--- src/sv/trbd_pkg.sv ---
package trbd_pkg;

  // Ring geometry.
  localparam int unsigned LOG_DEPTH = 1024;
  localparam int unsigned ADDR_W    = $clog2(LOG_DEPTH);

  // Counter and record widths.
  localparam int unsigned CNT_W     = 36;
  localparam int unsigned FLAG_W    = 6;
  localparam int unsigned LANE_W    = 24;
  localparam int unsigned NUM_LANES = 5;
  localparam int unsigned REC_W     = FLAG_W + NUM_LANES * LANE_W;
  localparam int unsigned LINE_W    = REC_W + CNT_W;
  localparam int unsigned LINE_LEN  = 28;
  localparam int unsigned POS_W     = $clog2(LINE_LEN);

  // A drain reports an error once the backlog reaches this level.
  localparam logic [CNT_W-1:0] BACKLOG_LIMIT = CNT_W'(LOG_DEPTH - 2);

  // Character and kind codes.
  localparam logic [6:0] CHAR_START = 7'h3E;
  localparam logic [6:0] CHAR_ZERO  = 7'h00;
  localparam logic       KIND_TEXT  = 1'b0;
  localparam logic       KIND_ERROR = 1'b1;

  // Action codes; code 3 is ignored.
  typedef enum logic [1:0] {
    ACT_STORE = 2'd0,
    ACT_DRAIN = 2'd1,
    ACT_CLEAR = 2'd2
  } action_e;

  typedef enum logic [1:0] {
    ST_IDLE,
    ST_FETCH,
    ST_EMIT,
    ST_ERROR
  } state_e;

  typedef struct packed {
    logic [1:0]  action;
    logic [7:0]  flags;
    logic [31:0] lane_a;
    logic [31:0] lane_b;
    logic [31:0] lane_c;
    logic [31:0] lane_d;
    logic [31:0] lane_e;
  } in_item_t;

  typedef struct packed {
    logic       kind;
    logic [6:0] character;
    logic       last_of_line;
  } out_item_t;

  // Commands from the controller to the datapath.
  typedef struct packed {
    logic store;
    logic clear;
    logic drain;
    logic load;
    logic emit_char;
    logic emit_err;
  } cmd_t;

  // Status from the datapath to the controller.
  typedef struct packed {
    logic full;
    logic empty;
    logic out_free;
    logic line_done;
  } sts_t;

  // Maps a 6-bit digit onto the base64 alphabet.
  function automatic logic [6:0] digit_char(input logic [5:0] six);
    logic [6:0] c;
    if (six < 6'd26) begin
      c = 7'h41 + {1'b0, six};
    end else if (six < 6'd52) begin
      c = 7'h61 + {1'b0, six - 6'd26};
    end else if (six < 6'd62) begin
      c = 7'h30 + {1'b0, six - 6'd52};
    end else if (six == 6'd62) begin
      c = 7'h2B;
    end else begin
      c = 7'h2F;
    end
    return c;
  endfunction

endpackage

--- src/sv/trbd_ctrl.sv ---
module trbd_ctrl (
  input  logic          clk_i,
  input  logic          rst_ni,
  input  logic          in_valid_i,
  input  logic [1:0]    action_i,
  output logic          in_ready_o,
  input  trbd_pkg::sts_t sts_i,
  output trbd_pkg::cmd_t cmd_o
);
  import trbd_pkg::*;

  state_e state_q, state_d;
  logic   accept;

  assign accept = in_valid_i && (state_q == ST_IDLE);

  // State register.
  always_ff @(posedge clk_i or negedge rst_ni) begin
    if (!rst_ni) begin
      state_q <= ST_IDLE;
    end else begin
      state_q <= state_d;
    end
  end

  // Next state.
  always_comb begin
    state_d = state_q;
    case (state_q)
      ST_IDLE: begin
        if (accept && action_i == ACT_DRAIN) begin
          if (sts_i.full) begin
            state_d = ST_ERROR;
          end else if (!sts_i.empty) begin
            state_d = ST_FETCH;
          end
        end
      end
      ST_FETCH: begin
        state_d = ST_EMIT;
      end
      ST_EMIT: begin
        if (sts_i.out_free && sts_i.line_done) begin
          state_d = ST_IDLE;
        end
      end
      ST_ERROR: begin
        if (sts_i.out_free) begin
          state_d = ST_IDLE;
        end
      end
      default: begin
        state_d = ST_IDLE;
      end
    endcase
  end

  // Outputs.
  always_comb begin
    cmd_o      = '0;
    in_ready_o = 1'b0;
    case (state_q)
      ST_IDLE: begin
        in_ready_o  = 1'b1;
        cmd_o.store = accept && (action_i == ACT_STORE);
        cmd_o.clear = accept && (action_i == ACT_CLEAR);
        cmd_o.drain = accept && (action_i == ACT_DRAIN) && !sts_i.full && !sts_i.empty;
      end
      ST_FETCH: begin
        cmd_o.load = 1'b1;
      end
      ST_EMIT: begin
        cmd_o.emit_char = sts_i.out_free;
      end
      ST_ERROR: begin
        cmd_o.emit_err = sts_i.out_free;
      end
      default: begin
        cmd_o = '0;
      end
    endcase
  end

endmodule

--- config.mk ---
export PLATFORM = sky130hd
export DESIGN_NAME = trbd_ctrl
export DESIGN_NICKNAME = d
export VERILOG_FILES = /design/src/sv/trbd_pkg.sv /design/src/sv/trbd_ctrl.sv
export SDC_FILE = /design/constraint.sdc
export NUM_CORES = 1
export LEC_CHECK = 0
export ABC_AREA = 1
export BUFFER_PORTS_ARGS = -buffer_cell sky130_fd_sc_hd__buf_4
export CAP_MARGIN = 20
export CORE_AREA = 2 2 39 41
export CTS_CLUSTER_SIZE = 8
export DETAILED_ROUTE_END_ITERATION = 8
export DIE_AREA = 0 0 41 43
export REMOVE_ABC_BUFFERS = 1
export SLEW_MARGIN = 10
export SYNTH_ARGS = -nofsm -noshare
export SYNTH_HDL_FRONTEND = slang
export SYNTH_SLANG_ARGS = --single-unit
export TNS_END_PERCENT = 30
--- constraint.sdc ---
create_clock -name clk_i -period 1 [get_ports clk_i]
set_input_delay 0.15 -clock clk_i [delete_from_list [all_inputs] [get_ports clk_i]]
set_output_delay 0.15 -clock clk_i [all_outputs]
set_load 0.03 [all_outputs]
* After elaboration in Yosys (flattened, before gate mapping)
Index checks and enable logic that the tools add are counted.
Storage, ports and cells: bits in read-only memories 0, bits in registers 2, word-level logic and storage cells 33, memories 0, bits in latches 0, bits in writable memories 0
Operators by class: shift operators 0, multiply operators 0, $add $sub $neg 0, equality and inequality tests 9, order comparisons 0, bitwise gates (word level) 0, reduce and logical (&&, ||, !) cells 12, muxes and demuxes 11, div/mod/pow operators 0
Operators by type and width (count):
- $mux W2 | 5
- $pmux W2 S4 | 1
- $logic_and A1 B1 Y1 | 7
- $eq A2 B2 Y1 const B | 3
- $eq A2 B1 Y1 const B | 2
- $logic_not A2 Y1 | 2
- $mux W1 | 4
- $ne A2 B2 Y1 const B | 2
- $reduce_and A4 Y1 | 1
- $mux W3 | 1
- $ne A3 B3 Y1 const B | 1
- $logic_not A1 Y1 | 2
- $ne A2 B1 Y1 const B | 1

* Logic depth before layout (Yosys ltp)
Gate-level depths: netlist of the first run.
depth in word-level cells 6, gate-level depth with buffers 5, depth with buffers taken out 5

* Worst setup path before layout of the first run
No wires, ideal clock.
kind register -> output, start reg state_q[0], end out cmd_o[4] in the netlist's numbering, cell stages (with the launch flop) 4, arrival 1.295 ns, slack -0.445 ns, path buffers 0, data required time 0.850 ns, cell sequence dfrtp_1 nor2_2 nand2_1 nor2_1
RTL lines:
- start, declared | RTL line trbd_ctrl.sv:12 | state_e state_q, state_d;
- start signal, assigned | RTL line trbd_ctrl.sv:22 | state_q <= state_d;
- end, declared | RTL line trbd_ctrl.sv:8 | output trbd_pkg::cmd_t cmd_o

==> results.tsv, run 1 <==
stage	metric	value	unit
status	status	finished with violations	
status	failing checks	negative setup slack	
global_route	GRT Util Overall	7.62	%
critical_path	Setup crit start kind	flop	
synth	most common library cells after synthesis	nand2_1 (7), nor2_1 (5), inv_1 (4)	
sta	Setup-failing EPs final	7	
global_route	GRT overflow	0	
floorplan	top-level I/O count	16	
synth	async set-reset flop share out of synthesis	100	%
synth	Syn Inst Count	32	
global_route	first-pass GRT wire length	834	um
finish	max reg flops	2	
synth	Cell variety after synth	13	
cts	CTS tree	done	
finish	Storage cell area	50.0	um2
finish	Diodes inserted	0	
finish	registers with the most flip-flops	state_q: 2 flops	
critical_path	Critical Path RT	0.85	ns
sta	RSZ-0062 raised after global routing	yes	
sta	Max Slew Vio Count	0	
cts	Root Buffer	clkbuf_4	
critical_path	Reg-to-Reg Start	state_q[0]	
sta	Slew @ Worst Pin	0.155	ns
synth	Post-Syn Area	200	um2
cts	clock-pin slew on the worst setup and hold paths	0.03	ns
cts	Num Clock Sinks	2	
routing	Detail Route Antenna Nets	0	
synth	Seq/Total Area, Yosys	25.0	%
power	peak supply drop	0.623	mV
critical_path	Setup crit start	state_q[0]	
critical_path	Worst Setup End Kind	output port	
cts	CTS buffer count	3	
sta	final hold vios	0	
routing	DRC violations left	0	
sta	clock skew	0.00262	ns
floorplan	die area	1760	um2
hold_path	Hold Crit Class	primary input to flop	
routing	WL final	552	um
sta	Tcrit/Tclk final	132	%
job	max_cap viols	0	
sta	relative max-transition margin	89.6	%
synth	top-count cell post-synth	nand2_1	
critical_path	Setup crit end	cmd_o[1]	
finish	Multi-input gate area	135	um2
power	total power	810	uW
sta	Final WS setup	-0.324	ns
synth	Synth area leaders	dfrtp_1 (25%), nand2_1 (13%), nor2_4 (11%)	
placement	input/output buffers	15	
routing	initial drt markers	3	
sta	min Tclk post-route	1.32	ns
cts	worst skew pair latency	0.23	ns
routing	Via density	3.80	
power	Cell Pwr Density	1960	nW/um2
placement	detailed placement HPWL	447	um
finish	layout overhead on the synthesized area	107	%
critical_path	critical path type	flop to output port	
cts	buffer depth of the longest clock path	2	
critical_path	Crit Path Max Fanout	4	
synth	post-synth top area share	25.0	%
sta	fmax	755	MHz
finish	layout filler cell count	144	
synth	synthesized flop and latch total	2	
synth	Avg Cell Area, Syn	6.26	um2
critical_path	reg-to-reg slack, setup	0.02	ns
floorplan	Starting Density	14.5	%
floorplan	total core area	1380	um2
global_route	initial antenna violation count	0	
routing	routed vias	270	
global_route	number of global-route vias before repair	243	
routing	routed len/inst	7.77	um
synth	Synth Warn #	0	
floorplan	Site Rows	14	
global_route	pin count of the biggest net entering global routing	5	
cts	CTS H-Tree Depth	1	
synth	top_reg_cell synth	dfrtp_1	
routing	first drt pass iteration count	4	
floorplan	Die X	41	um
placement	Placement Setup Slack	-0.0904	ns
finish	layout cells sized above 1	58.2	%
critical_path	WP data arrival	1.17	ns
placement	Routability Congestion	0.656	
finish	Top reg by flops	state_q	
finish	final core occ	29.9	%
finish	nets@finish	66	
critical_path	r2r endpoint	state_q[1]	
synth	number of synthesized flops with an enable pin	0	
power	P_leak	0.223	nW
critical_path	FF-to-FF path depth	5	
floorplan	height of the die	43	um
synth	area leader, netlist	dfrtp_1	
==> area by class of cell <==
type | instances | share of cell area, %
Sequential cell | 2 | 12.1
Clock buffer | 3 | 5.44
Multi-Input combinational cell | 24 | 32.6
Timing Repair Buffer | 20 | 39.6
Inverter | 6 | 5.44
Tap cell | 16 | 4.83
==> critical path, cell delays in order (launching register included) <==
cell and delay [ns]:
dfrtp_1 0.41, buf_4 0.15, buf_4 0.13, nor2_1 0.09, buf_4 0.16
==> cell families (layout without fill, tap and decap cells) <==
logic type	count (synthesis)	in the layout	share of synthesized area, %
buf+inv	6	29	11.2
simple gates	23	23	61.3
compound gates	1	1	2.50
flops	2	2	25.0
==> timing repair <==
action | CTS | global route
setup endpoints to repair | 7 | 7
hold buffers | 1 | 0
buffers inserted | 0 | 1
hold endpoints to repair | 2 | 0
gates resized for setup | 3 | 2
==> through the flow <==
step           TNS, ns  area [um2]  hold WS [ns]  cells
2_1_floorplan    -1.38         200        -0.146     32
3_3_place_gp    -0.181         355       -0.0656     66
3_5_place_dp    -0.185         355       -0.0638     66
4_1_cts          -1.75         399         0.194     70
5_1_grt          -2.18         414         0.232     71
6_report         -1.78         414         0.202     71
==> worst min path at each step <==
stage                            end  cells past startpoint     start  slack [ns]
after floorplan           state_q[0]                      0    rst_ni       -0.15
after detailed placement  state_q[1]                      1    rst_ni       -0.06
final                     state_q[0]                      4  sts_i[2]        0.20
after global placement    state_q[0]                      1    rst_ni       -0.07
after global routing      state_q[0]                      4  sts_i[1]        0.23
after CTS                 state_q[0]                      4  sts_i[1]        0.19
==> where the power goes <==
part | switching (mW) | internal (mW)
logic | 0.258 | 0.227
registers | 0.0316 | 0.106
clock network | 0.0543 | 0.133
==> cell usage in the layout, fill, tap and decap left out, drive strengths merged <==
master | Yosys | routed
inv | 6 | 6
clkbuf | 0 | 3
nand3 | 3 | 3
nand2 | 8 | 8
o21ai | 1 | 1
nor2 | 9 | 9
buf | 0 | 19
or2 | 1 | 1
dfrtp | 2 | 2
nor3 | 2 | 2
dlygate4sd3 | 0 | 1
==> routing by layer <==
| metal | vias to the layer above | track usage (%) | wire (um) |
|---|---|---|---|
| li1 | 143 | - | - |
| met2 | 12 | 11.6 | 280 |
| met3 | 2 | 3.14 | 63 |
| met4 | 0 | 8.00 | 19 |
| met1 | 113 | 6.73 | 188 |
| met5 | - | 0 | 0 |
Note: power is estimated with default switching activity, not from simulation.
==> run 2: changes to the inputs <==
Settings changed: ABC_AREA 1 to default.
==> run 2 against run 1 <==
The run still ends with negative setup slack left. Clock power shrank 5%. Via count shrank 17%. Clock-buffer cell count unchanged. Register-to-register slack got worse by 0.09 ns. Flip-flop and latch count did not move. Wire length down 0.72%. Core utilization up 0.72 points. Clock skew up 0.0014 ns. Non-clock buffer count increased by 1. Largest cell class unchanged. Highest routed layer is now met3.
==> results.tsv, run 2 <==
stage	metric	value	unit
synth	Seq/Total Area, Yosys	28.6	%
cts	CTS H-Tree Depth	1	
critical_path	critical path type	flop to output port	
sta	min Tclk post-route	1.43	ns
finish	nets@finish	53	
global_route	pin count of the biggest net entering global routing	6	
floorplan	Starting Density	12.7	%
sta	Setup-failing EPs final	8	
critical_path	Worst Setup End Kind	output port	
cts	Num Clock Sinks	2	
synth	number of synthesized flops with an enable pin	0	
floorplan	top-level I/O count	16	
hold_path	Hold Path End	state_q[0]	
hold_path	worst hold stages	2	
status	status	finished with violations	
floorplan	Site Rows	14	
synth	synthesized flop and latch total	2	
sta	RSZ-0062 raised after global routing	yes	
finish	Top reg by flops	state_q	
sta	clock skew	0.00401	ns
routing	DRC violations left	0	
synth	Avg Cell Area, Syn	9.73	um2
power	P_leak	0.198	nW
floorplan	die area	1760	um2
cts	Root Buffer	clkbuf_4	
cts	CTS buffer count	3	
routing	initial drt markers	3	
sta	final hold vios	0	
hold_path	Hold Crit Class	primary input to flop	
cts	buffer depth of the longest clock path	2	
global_route	GRT Util Overall	7.84	%
finish	layout overhead on the synthesized area	142	%
cts	worst skew pair latency	0.22	ns
power	peak supply drop	1.21	mV
routing	first drt pass iteration count	2	
floorplan	height of the die	43	um
power	Cell Pwr Density	2080	nW/um2
global_route	initial antenna violation count	0	
synth	Synth area leaders	dfrtp_1 (29%), o32ai_2 (9.3%), nor4b_2 (8.6%)	
synth	Synth Warn #	0	
synth	post-synth top area share	28.6	%
critical_path	Setup crit start kind	flop	
sta	Final WS setup	-0.428	ns
global_route	number of global-route vias before repair	217	
sta	Tcrit/Tclk final	143	%
finish	Diodes inserted	0	
job	max_cap viols	0	
placement	input/output buffers	15	
routing	routed len/inst	9.45	um
sta	Slew @ Worst Pin	0.207	ns
critical_path	WP data arrival	1.28	ns
critical_path	Setup crit start	state_q[1]	
synth	most common library cells after synthesis	dfrtp_1 (2), nand2_1 (2), nor2_1 (2), nor2b_1 (2)	
hold_path	Worst Hold Launch	sts_i[1]	
finish	max reg flops	2	
critical_path	Reg-to-Reg Start	state_q[1]	
cts	clock-pin slew on the worst setup and hold paths	0.03	ns
finish	layout cells sized above 1	73.8	%
cts	CTS tree	done	
finish	most frequent cells in the layout	buf_4 (15), buf_6 (5), clkbuf_4 (3)	
routing	WL final	548	um
routing	Detail Route Antenna Nets	0	
sta	TNS Setup	-2.40	ns
sta	relative max-transition margin	86.1	%
sta	fmax	700	MHz
synth	Cell variety after synth	14	
critical_path	r2r endpoint	state_q[0]	
synth	area leader, netlist	dfrtp_1	
critical_path	reg-to-reg slack, setup	-0.07	ns
finish	commonest non-fill, non-tap cell in the layout	buf_4	
synth	top_reg_cell synth	dfrtp_1	
routing	routed vias	223	
global_route	GRT overflow	0	
synth	async set-reset flop share out of synthesis	100	%
sta	Max Slew Vio Count	0	
synth	Post-Syn Area	175	um2
critical_path	Critical Path RT	0.85	ns
finish	layout filler cell count	155	
floorplan	total core area	1380	um2
sta	worst hold margin	0.144	ns
placement	Routability Congestion	0.619	
critical_path	Crit Path Max Fanout	4	
synth	Syn Inst Count	18	
critical_path	FF-to-FF path depth	3	
placement	detailed placement HPWL	424	um
status	failing checks	negative setup slack	
routing	Via density	3.84	
floorplan	Die X	41	um
global_route	first-pass GRT wire length	848	um
finish	registers with the most flip-flops	state_q: 2 flops	
==> run 2: cell count changes after synthesis, moves of 2 or more <==
cell	delta
nand2_1	-5
nor2b_1	+2
nor2_2	-2
inv_1	-4
nand3_1	-3
nor2_4	-2
nor2_1	-3
==> run 2: worst max path at each step <==
| stage | to | slack, ns |
|---|---|---|
| 6_report | cmd_o[5] | -0.43 |
| 3_5_place_dp | cmd_o[3] | -0.20 |
| 4_1_cts | cmd_o[3] | -0.44 |
| 2_1_floorplan | cmd_o[5] | -0.45 |
| 3_3_place_gp | cmd_o[5] | -0.20 |
| 5_1_grt | cmd_o[4] | -0.48 |
==> run 2: kinds of logic (layout without fill, tap and decap cells) <==
kind of cell    Yosys count  count (layout)  synth area share (%)
simple gates             13              13                  55.0
compound gates            2               2                  14.3
flops                     2               2                  28.6
buf+inv                   1              25                  2.14
==> run 2: metal layers <==
layer | global-route usage (%) | wire length, um | vias to the layer above
li1 | - | - | 117
met1 | 9.03 | 258 | 93
met2 | 9.06 | 226 | 13
met3 | 6.28 | 64 | 0
met4 | 6.00 | 0 | 0
met5 | 0 | 0 | -
==> run 2: layout make-up <==
type / instances / area, um2 / share of cell area [%]
Timing Repair Buffer: 21 / 179 / 42.2
Clock buffer: 3 / 22.5 / 5.31
Multi-Input combinational cell: 15 / 149 / 35.1
Tap cell: 16 / 20.0 / 4.72
Sequential cell: 2 / 50.0 / 11.8
Inverter: 1 / 3.75 / 0.885
==> run 2: critical path, cell delays in order, from the launching register on <==
cell and delay, ns:
dfrtp_1 0.37, or2_4 0.28, nor4b_2 0.21, buf_4 0.20
==> run 2: through the flow <==
step                      setup slack, ns  instance area [um2]  util, %  total power, mW  cells
after floorplan                    -0.449                  175        -            0.359     18
after global placement             -0.197                  338     24.4            0.584     53
after detailed placement           -0.197                  338     24.4            0.590     53
after CTS                          -0.439                  390     28.2            0.824     57
after global routing               -0.482                  424     30.7            0.967     58
final                              -0.428                  424     30.7            0.884     58
==> run 2: what timing repair did <==
action | CTS | global route
endpoints found under the hold margin | 2 | 0
hold buffers | 1 | 0
endpoints found under the setup margin | 8 | 9
gates resized for setup | 5 | 5
pin swaps | 1 | 1
buffers inserted | 0 | 1
==> run 2: power breakdown <==
part | switching (mW) | internal (mW)
Combinational | 0.283 | 0.303
Clock | 0.0450 | 0.132
Sequential | 0.0135 | 0.107
